## config.mk

```make
export PLATFORM = sky130hd
export DESIGN_NAME = first_unique_letter_index_top
export DESIGN_NICKNAME = d
export VERILOG_FILES = /design/src/rtl/core/fuli_pkg.sv /design/src/rtl/core/first_unique_letter_index_top.sv /design/src/rtl/core/fuli_front.sv /design/src/rtl/core/fuli_back.sv
export SDC_FILE = /design/constraint.sdc
export NUM_CORES = 1
export LEC_CHECK = 0
export ABC_AREA = 0
export ABC_CLOCK_PERIOD_IN_PS = 6100
export BUFFER_PORTS_ARGS = -buffer_cell sky130_fd_sc_hd__buf_2
export CORE_AREA = 4 4 168 170
export DETAILED_ROUTE_END_ITERATION = 7
export DIE_AREA = 0 0 172 174
export HOLD_SLACK_MARGIN = 0.12
export PLACE_DENSITY = 0.94
export SYNTH_ARGS = -nofsm -noshare
export SYNTH_HDL_FRONTEND = slang
export SYNTH_SLANG_ARGS = --single-unit
export TNS_END_PERCENT = 5
```

## constraint.sdc

```tcl
create_clock -name i_clk -period 6.1 [get_ports i_clk]
set_input_delay 1.22 -clock i_clk [delete_from_list [all_inputs] [get_ports i_clk]]
set_output_delay 1.22 -clock i_clk [all_outputs]
set_load 0.02 [all_outputs]
```

## src/rtl/core/fuli_pkg.sv

```systemverilog
// ============================================================================
// First unique letter index - package
// Constants, item types and state encoding shared by the block's modules.
// ============================================================================
`timescale 1ns / 1ps

package fuli_pkg;

    // Sizing
    localparam int MAX_LENGTH    = 1024;
    localparam int ALPHABET_SIZE = 26;
    localparam int LETTER_W      = 5;
    localparam int POS_W         = 10;
    localparam int CNT_W         = 2;
    localparam int QUEUE_DEPTH   = 2;

    // Position counter must hold MAX_LENGTH itself and feed the 10-bit field
    localparam int NPOS_RAW_W = $clog2(MAX_LENGTH + 1);
    localparam int NPOS_W     = (NPOS_RAW_W > POS_W) ? NPOS_RAW_W : POS_W;
    localparam int IDX_W      = (ALPHABET_SIZE > 2) ? $clog2(ALPHABET_SIZE) : 1;
    localparam int QPTR_W     = (QUEUE_DEPTH > 2) ? $clog2(QUEUE_DEPTH) : 1;
    localparam int QCNT_W     = $clog2(QUEUE_DEPTH + 1);

    // Saturating occurrence count codes
    localparam logic [CNT_W-1:0] CNT_NONE = 2'd0;
    localparam logic [CNT_W-1:0] CNT_ONCE = 2'd1;
    localparam logic [CNT_W-1:0] CNT_MANY = 2'd2;

    // Input item
    typedef struct packed {
        logic [LETTER_W-1:0] letter;
        logic                final_letter;
    } t_in_item;

    // Result item
    typedef struct packed {
        logic             found;
        logic [POS_W-1:0] position;
        logic             overflow;
    } t_out_item;

    // Classified item passed from front to back
    typedef struct packed {
        logic [IDX_W-1:0] idx;
        logic             in_alpha;
        logic             final_letter;
    } t_cmd;

    // Back end sequencer
    typedef enum logic [1:0] {
        S_RUN,
        S_SCAN,
        S_DRAIN,
        S_EMIT
    } t_back_state;

endpackage

```

## src/rtl/core/first_unique_letter_index_top.sv

```systemverilog
// ============================================================================
// First unique letter index - top level
// Reports the position of the first letter that occurs exactly once in a
// string of letters delivered one per item.
// ============================================================================
//
//   channel   direction  signals                       carries
//   input     in         i_valid, o_stall, i_item      one letter, last mark
//   output    out        o_valid, i_stall, o_item      found, position, overflow
//
// Letters are taken one per cycle while o_stall is low; the front queue holds
// two items. After a final letter the back end scans the alphabet through the
// registered first-seen memory, drains the read stage and emits the result
// before the next string's letters are processed; the queue takes up to two
// more items meanwhile and then stalls the input.
// Reset is synchronous, active low; it clears all counts and the queue.
// A stalled result stays in the output register while the back end waits.
// ============================================================================
`timescale 1ns / 1ps

module first_unique_letter_index_top import fuli_pkg::*; (
    input  logic      i_clk,
    input  logic      i_rst_n,
    input  logic      i_valid,
    output logic      o_stall,
    input  t_in_item  i_item,
    output logic      o_valid,
    input  logic      i_stall,
    output t_out_item o_item
);

    logic q_valid;
    logic q_pop;
    t_cmd q_cmd;

    // Accept and classify
    fuli_front u_front (
        .i_clk     (i_clk),
        .i_rst_n   (i_rst_n),
        .i_valid   (i_valid),
        .o_stall   (o_stall),
        .i_item    (i_item),
        .o_q_valid (q_valid),
        .o_cmd     (q_cmd),
        .i_q_pop   (q_pop)
    );

    // Count, scan, report
    fuli_back u_back (
        .i_clk     (i_clk),
        .i_rst_n   (i_rst_n),
        .i_q_valid (q_valid),
        .i_cmd     (q_cmd),
        .o_q_pop   (q_pop),
        .o_valid   (o_valid),
        .i_stall   (i_stall),
        .o_item    (o_item)
    );

endmodule

```

## src/rtl/core/fuli_front.sv

```systemverilog
// ============================================================================
// First unique letter index - front end
// Accepts input items, classifies the letter and holds them in a short queue
// for the back end.
// ============================================================================
`timescale 1ns / 1ps

module fuli_front import fuli_pkg::*; (
    input  logic     i_clk,
    input  logic     i_rst_n,
    input  logic     i_valid,
    output logic     o_stall,
    input  t_in_item i_item,
    output logic     o_q_valid,
    output t_cmd     o_cmd,
    input  logic     i_q_pop
);

    t_cmd              r_q [QUEUE_DEPTH];
    logic [QPTR_W-1:0] r_wr;
    logic [QPTR_W-1:0] r_rd;
    logic [QCNT_W-1:0] r_count;
    t_cmd              w_cmd;
    logic              w_push;
    logic              w_pop;

    // Classify: letters beyond the alphabet still take a position
    always_comb begin
        w_cmd.idx          = IDX_W'(i_item.letter);
        w_cmd.in_alpha     = (32'(i_item.letter) < ALPHABET_SIZE);
        w_cmd.final_letter = i_item.final_letter;
    end

    assign o_stall   = (r_count == QCNT_W'(QUEUE_DEPTH));
    assign w_push    = i_valid && !o_stall;
    assign o_q_valid = (r_count != '0);
    assign w_pop     = i_q_pop && o_q_valid;
    assign o_cmd     = r_q[r_rd];

    // Queue pointers and fill level
    always_ff @(posedge i_clk) begin
        if (!i_rst_n) begin
            r_wr    <= '0;
            r_rd    <= '0;
            r_count <= '0;
        end else begin
            if (w_push) begin
                r_wr <= (r_wr == QPTR_W'(QUEUE_DEPTH - 1)) ? '0 : r_wr + 1'b1;
            end
            if (w_pop) begin
                r_rd <= (r_rd == QPTR_W'(QUEUE_DEPTH - 1)) ? '0 : r_rd + 1'b1;
            end
            if (w_push && !w_pop) begin
                r_count <= r_count + 1'b1;
            end else if (!w_push && w_pop) begin
                r_count <= r_count - 1'b1;
            end
        end
    end

    // Queue storage
    always_ff @(posedge i_clk) begin
        if (w_push) begin
            r_q[r_wr] <= w_cmd;
        end
    end

endmodule

```

## src/rtl/core/fuli_back.sv

```systemverilog
// ============================================================================
// First unique letter index - back end
// Updates per-letter counts and first positions, scans the alphabet on the
// final letter and holds the result in the output register.
// ============================================================================
`timescale 1ns / 1ps

module fuli_back import fuli_pkg::*; (
    input  logic      i_clk,
    input  logic      i_rst_n,
    input  logic      i_q_valid,
    input  t_cmd      i_cmd,
    output logic      o_q_pop,
    output logic      o_valid,
    input  logic      i_stall,
    output t_out_item o_item
);

    t_back_state       r_state;
    t_back_state       n_state;
    logic [CNT_W-1:0]  r_cnt  [ALPHABET_SIZE];
    logic [NPOS_W-1:0] r_seen [ALPHABET_SIZE];
    logic [NPOS_W-1:0] r_next_pos;
    logic              r_too_long;
    logic [IDX_W-1:0]  r_scan_k;
    logic              r_rd_v;
    logic              r_rd_one;
    logic [NPOS_W-1:0] r_rd_seen;
    logic              r_found;
    logic [NPOS_W-1:0] r_best;
    logic              r_out_valid;
    t_out_item         r_out_item;

    logic              w_pop;
    logic              w_at_limit;
    logic [CNT_W-1:0]  w_cur_cnt;
    logic              w_upd;
    logic              w_out_free;
    logic              w_scan_last;
    logic              w_emit;
    logic              w_hit;
    logic              w_found_eff;

    assign w_pop       = (r_state == S_RUN) && i_q_valid;
    assign w_at_limit  = (r_next_pos >= NPOS_W'(MAX_LENGTH));
    assign w_cur_cnt   = r_cnt[i_cmd.idx];
    assign w_upd       = w_pop && !w_at_limit && i_cmd.in_alpha;
    assign w_out_free  = !r_out_valid || !i_stall;
    assign w_scan_last = (r_scan_k == IDX_W'(ALPHABET_SIZE - 1));
    assign w_emit      = (r_state == S_EMIT) && w_out_free;
    assign w_hit       = r_rd_v && r_rd_one && (!r_found || (r_rd_seen < r_best));
    assign w_found_eff = r_found && !r_too_long;

    assign o_q_pop = w_pop;
    assign o_valid = r_out_valid;
    assign o_item  = r_out_item;

    // Sequencer: run letters, scan alphabet, drain read stage, emit result
    always_comb begin
        n_state = r_state;
        unique case (r_state)
            S_RUN: begin
                if (w_pop && i_cmd.final_letter) begin
                    n_state = S_SCAN;
                end
            end
            S_SCAN: begin
                if (w_scan_last) begin
                    n_state = S_DRAIN;
                end
            end
            S_DRAIN: begin
                n_state = S_EMIT;
            end
            S_EMIT: begin
                if (w_out_free) begin
                    n_state = S_RUN;
                end
            end
            default: begin
                n_state = S_RUN;
            end
        endcase
    end

    always_ff @(posedge i_clk) begin
        if (!i_rst_n) begin
            r_state <= S_RUN;
        end else begin
            r_state <= n_state;
        end
    end

    // String state: counts, position counter, overflow flag
    always_ff @(posedge i_clk) begin
        if (!i_rst_n) begin
            for (int k = 0; k < ALPHABET_SIZE; k++) begin
                r_cnt[k] <= CNT_NONE;
            end
            r_next_pos <= '0;
            r_too_long <= 1'b0;
        end else if (w_emit) begin
            for (int k = 0; k < ALPHABET_SIZE; k++) begin
                r_cnt[k] <= CNT_NONE;
            end
            r_next_pos <= '0;
            r_too_long <= 1'b0;
        end else if (w_pop) begin
            if (w_at_limit) begin
                r_too_long <= 1'b1;
            end else begin
                r_next_pos <= r_next_pos + 1'b1;
            end
            if (w_upd && (w_cur_cnt != CNT_MANY)) begin
                r_cnt[i_cmd.idx] <= w_cur_cnt + 1'b1;
            end
        end
    end

    // First-seen position memory, with registered scan read
    always_ff @(posedge i_clk) begin
        if (w_upd && (w_cur_cnt == CNT_NONE)) begin
            r_seen[i_cmd.idx] <= r_next_pos;
        end
        r_rd_seen <= r_seen[r_scan_k];
        r_rd_one  <= (r_cnt[r_scan_k] == CNT_ONCE);
    end

    // Scan index and running minimum
    always_ff @(posedge i_clk) begin
        if (!i_rst_n) begin
            r_scan_k <= '0;
            r_rd_v   <= 1'b0;
            r_found  <= 1'b0;
        end else begin
            r_rd_v <= (r_state == S_SCAN);
            if (r_state == S_SCAN) begin
                r_scan_k <= r_scan_k + 1'b1;
            end else begin
                r_scan_k <= '0;
            end
            if (w_pop && i_cmd.final_letter) begin
                r_found <= 1'b0;
            end else if (w_hit) begin
                r_found <= 1'b1;
            end
        end
    end

    always_ff @(posedge i_clk) begin
        if (w_hit) begin
            r_best <= r_rd_seen;
        end
    end

    // Output register
    always_ff @(posedge i_clk) begin
        if (!i_rst_n) begin
            r_out_valid <= 1'b0;
        end else if (w_emit) begin
            r_out_valid <= 1'b1;
        end else if (!i_stall) begin
            r_out_valid <= 1'b0;
        end
    end

    always_ff @(posedge i_clk) begin
        if (w_emit) begin
            r_out_item.found    <= w_found_eff;
            r_out_item.position <= w_found_eff ? r_best[POS_W-1:0] : '0;
            r_out_item.overflow <= r_too_long;
        end
    end

endmodule

```

==> results.sh <==
export IMPL_ys_ff_latch=426
export IMPL_cts_buffers=39
export IMPL_fin_tns_setup_ps=0
export IMPL_synth_top_cell_by_area="edfxtp_1"
export IMPL_cts_buffer_depth=3
export IMPL_fp_dieW_um=172
export IMPL_drive_above_1_share_pct=19.1
export IMPL_post_route_drc_count=0
export IMPL_min_delay_path_class="register to register"
export IMPL_yosysSeqAreaShare_pct=70.0
export IMPL_cp_start_kind="register"
export IMPL_min_period_ps=5020
export IMPL_maxCapViolCount=0
export IMPL_synthTopCellsByCount="edfxtp_1, mux4_2, nor2_1"
export IMPL_initial_core_util_pct=66.3
export IMPL_track_usage_pct=29.9
export IMPL_crit_arrival_ps=5170
export IMPL_switchingPower_mw=1.90
export IMPL_synth_distinct_cells=63
export IMPL_core_um2=26700
export IMPL_clkPwrFrac_pct=33.3
export IMPL_drt_iter0_drc=1901
export IMPL_clk_pin_slew_ps=60
export IMPL_synth_edff_count=387
export IMPL_area_delta_synth_final_pct=8.91
export IMPL_fin_nets=1085
export IMPL_yosys_warnings=0
export IMPL_hold_viol_final=0
export IMPL_post_cts_setup_buffers=0
export IMPL_wl_per_cell_um=30.8
export IMPL_cp_max_fo=26
export IMPL_p_comb_share_pct=17.1
export IMPL_fmax_mhz=199
export IMPL_grt_overflow=0
export IMPL_clockRootBuffer="clkbuf_16"
export IMPL_hold_buffers=0
export IMPL_ys_flop_type="edfxtp_1"
export IMPL_worst_slew_pin_slew_ps=1390
export IMPL_p_leak_nw=6.28
export IMPL_status="finished, final reports clean"
export IMPL_p_per_area_nw_per_um2=361
export IMPL_rows=60
export IMPL_internal_power_mw=5.06
export IMPL_seq_power_share_pct=49.6
export IMPL_synthTopCellsByArea="edfxtp_1, mux4_2, dfxtp_1, nor2_1, ha_1"
export IMPL_cts_resized_gates=0
export IMPL_clk_latency_ps=540
export IMPL_syn_instance_count=1034
export IMPL_critical_path_class="register to register"
export IMPL_portBuffers=23
export IMPL_period_share_pct=82.2
export IMPL_cts_tree="built"
export IMPL_wirelength_mm=43.9
export IMPL_synth_most_common_cell="edfxtp_1"
export IMPL_antenna_found_initial=0
export IMPL_relSlewSlack_pct=7.35
export IMPL_ios=24
export IMPL_viasPerCell=7.39
export IMPL_fin_worst_skew_ps=21.2
export IMPL_antenna_cells=0
export IMPL_slew_viol_final=0
export IMPL_synth_nets=1064
export IMPL_postRouteAntennaNets=0
export IMPL_sw_frac_of_total_pct=27.3
export IMPL_avgSynthCellArea_um2=17.1
export IMPL_vias=10500
export IMPL_p_total_mw=6.96
export IMPL_synth_top_area_share_pct=65.6
export IMPL_firstDrtPassIters=8
export IMPL_grt_pass1_wl_mm=65.9
export IMPL_cts_htree_levels=2
export IMPL_async_flop_share_pct=0
export IMPL_die_y_um=174
export IMPL_crit_required_ps=6250
export IMPL_endpoint_kind="register"
export IMPL_ir_drop_mv=0.222
export IMPL_place_hpwl_mm=25.9
export IMPL_finalWeightedCongestion=0.895
export IMPL_fillers=1375
export IMPL_dieArea_um2=29900
export IMPL_grt_pass1_vias=10300
export IMPL_clock_sinks=426
export IMPL_rsz0062_at_grt="false"
export IMPL_grt_max_degree=74
export IMPL_syn_cell_area_um2=17700
export IMPL_setup_viol=0
## cell usage in the layout (no fill, tap or decap), types with 21 or more instances in the layout
| cell | count |
|---|---|
| and2_1 | 21 |
| nor2_1 | 70 |
| clkbuf_16 | 39 |
| dfxtp_1 | 36 |
| inv_1 | 38 |
| o21ai_0 | 34 |
| a21oi_1 | 21 |
| edfxtp_1 | 387 |
| mux4_2 | 84 |
| nor3_1 | 36 |
| nand2_1 | 28 |
| buf_2 | 23 |
## registers in the layout, indices dropped and copies added (netlist names), 2 cells and up, named ones only
| name | flops |
|---|---|
| u_back.r_cnt | 64 |
| u_back.r_state | 2 |
| u_front.r_q | 14 |
| u_front.r_count | 2 |
| u_back.o_item | 12 |
| u_back.r_next_pos | 11 |
| u_back.r_scan_k | 5 |
| u_back.r_seen | 286 |
| u_back.r_best | 11 |
| u_back.r_rd_seen | 11 |
## power by group through the flow
stage	sequential (mW)	combinational (mW)	clock, mW
after CTS	3.45	1.16	2.33
after global routing	3.46	1.26	2.46
after detailed placement	3.51	1.13	0
final	3.45	1.19	2.32
after floorplan	3.44	0.874	0
after global placement	3.49	1.07	0
## per-layer routing
layer	up-vias	part of all wire, %	GRT usage, %
met5	-	0	0
met4	0	5.2	12.1
met3	189	15	7.69
met2	1094	47	45.3
met1	5131	34	42.2
li1	4114	-	-
## metrics by stage
step                      instance area [um^2]  worst slack, ps  utilization [%]  hold slack [ps]  instances
after detailed placement                 18100             1330             67.8              424       1355
after floorplan                          17700             2680                -              400       1034
final                                    19300             1080             72.2              439       1424
after global placement                   18100             1570             67.8              412       1355
after CTS                                19300             1280             72.2              440       1424
after global routing                     19300              883             72.2              458       1424
## area by class of cell
class / instances / area, um^2 / area share, %
well taps: 341 / 427 / 2.21
repair buffers: 38 / 228 / 1.18
clock inverters: 15 / 108 / 0.558
inverters: 38 / 143 / 0.739
multi-input cells: 512 / 4910 / 25.4
clock buffers: 54 / 1070 / 5.56
flip-flops and latches: 426 / 12400 / 64.3
## worst paths after layout
kind / start / to / slack [ps] / cells after the start
worst max-delay path: register / u_back.r_seen[0][0]$_DFFE_PP_ / 1080 / 10
worst min-delay path: u_back.r_rd_seen[4]$_DFF_P_ / u_back.r_best[4]$_DFFE_PP_ / 440 / 0
worst max register to register: register / u_back.r_seen[0][0]$_DFFE_PP_ / 1080 / 10
worst min register to register: u_back.r_rd_seen[4]$_DFF_P_ / u_back.r_best[4]$_DFFE_PP_ / 440 / 0
## kinds of logic after synthesis
kind of cell    count (synthesis)  share of synthesized area (%)
compound gates                128                           5.03
xor+xnor                       15                          0.742
fa+ha+maj                      20                           1.41
buf+inv                        96                           2.30
flops                         426                           70.0
mux                           124                           13.8
simple gates                  225                           6.67
## critical path: stages (launching register included)
cell and delay [ps]:
dfxtp_1 300, buf_4 290, mux2i_2 730, mux4_1 780, o21ai_1 340, or3_1 200
or2_1 270, ha_1 200, and2_1 220, nand2b_1 380, nor2_1 910
No activity file was read; power rests on OpenSTA's default activity.
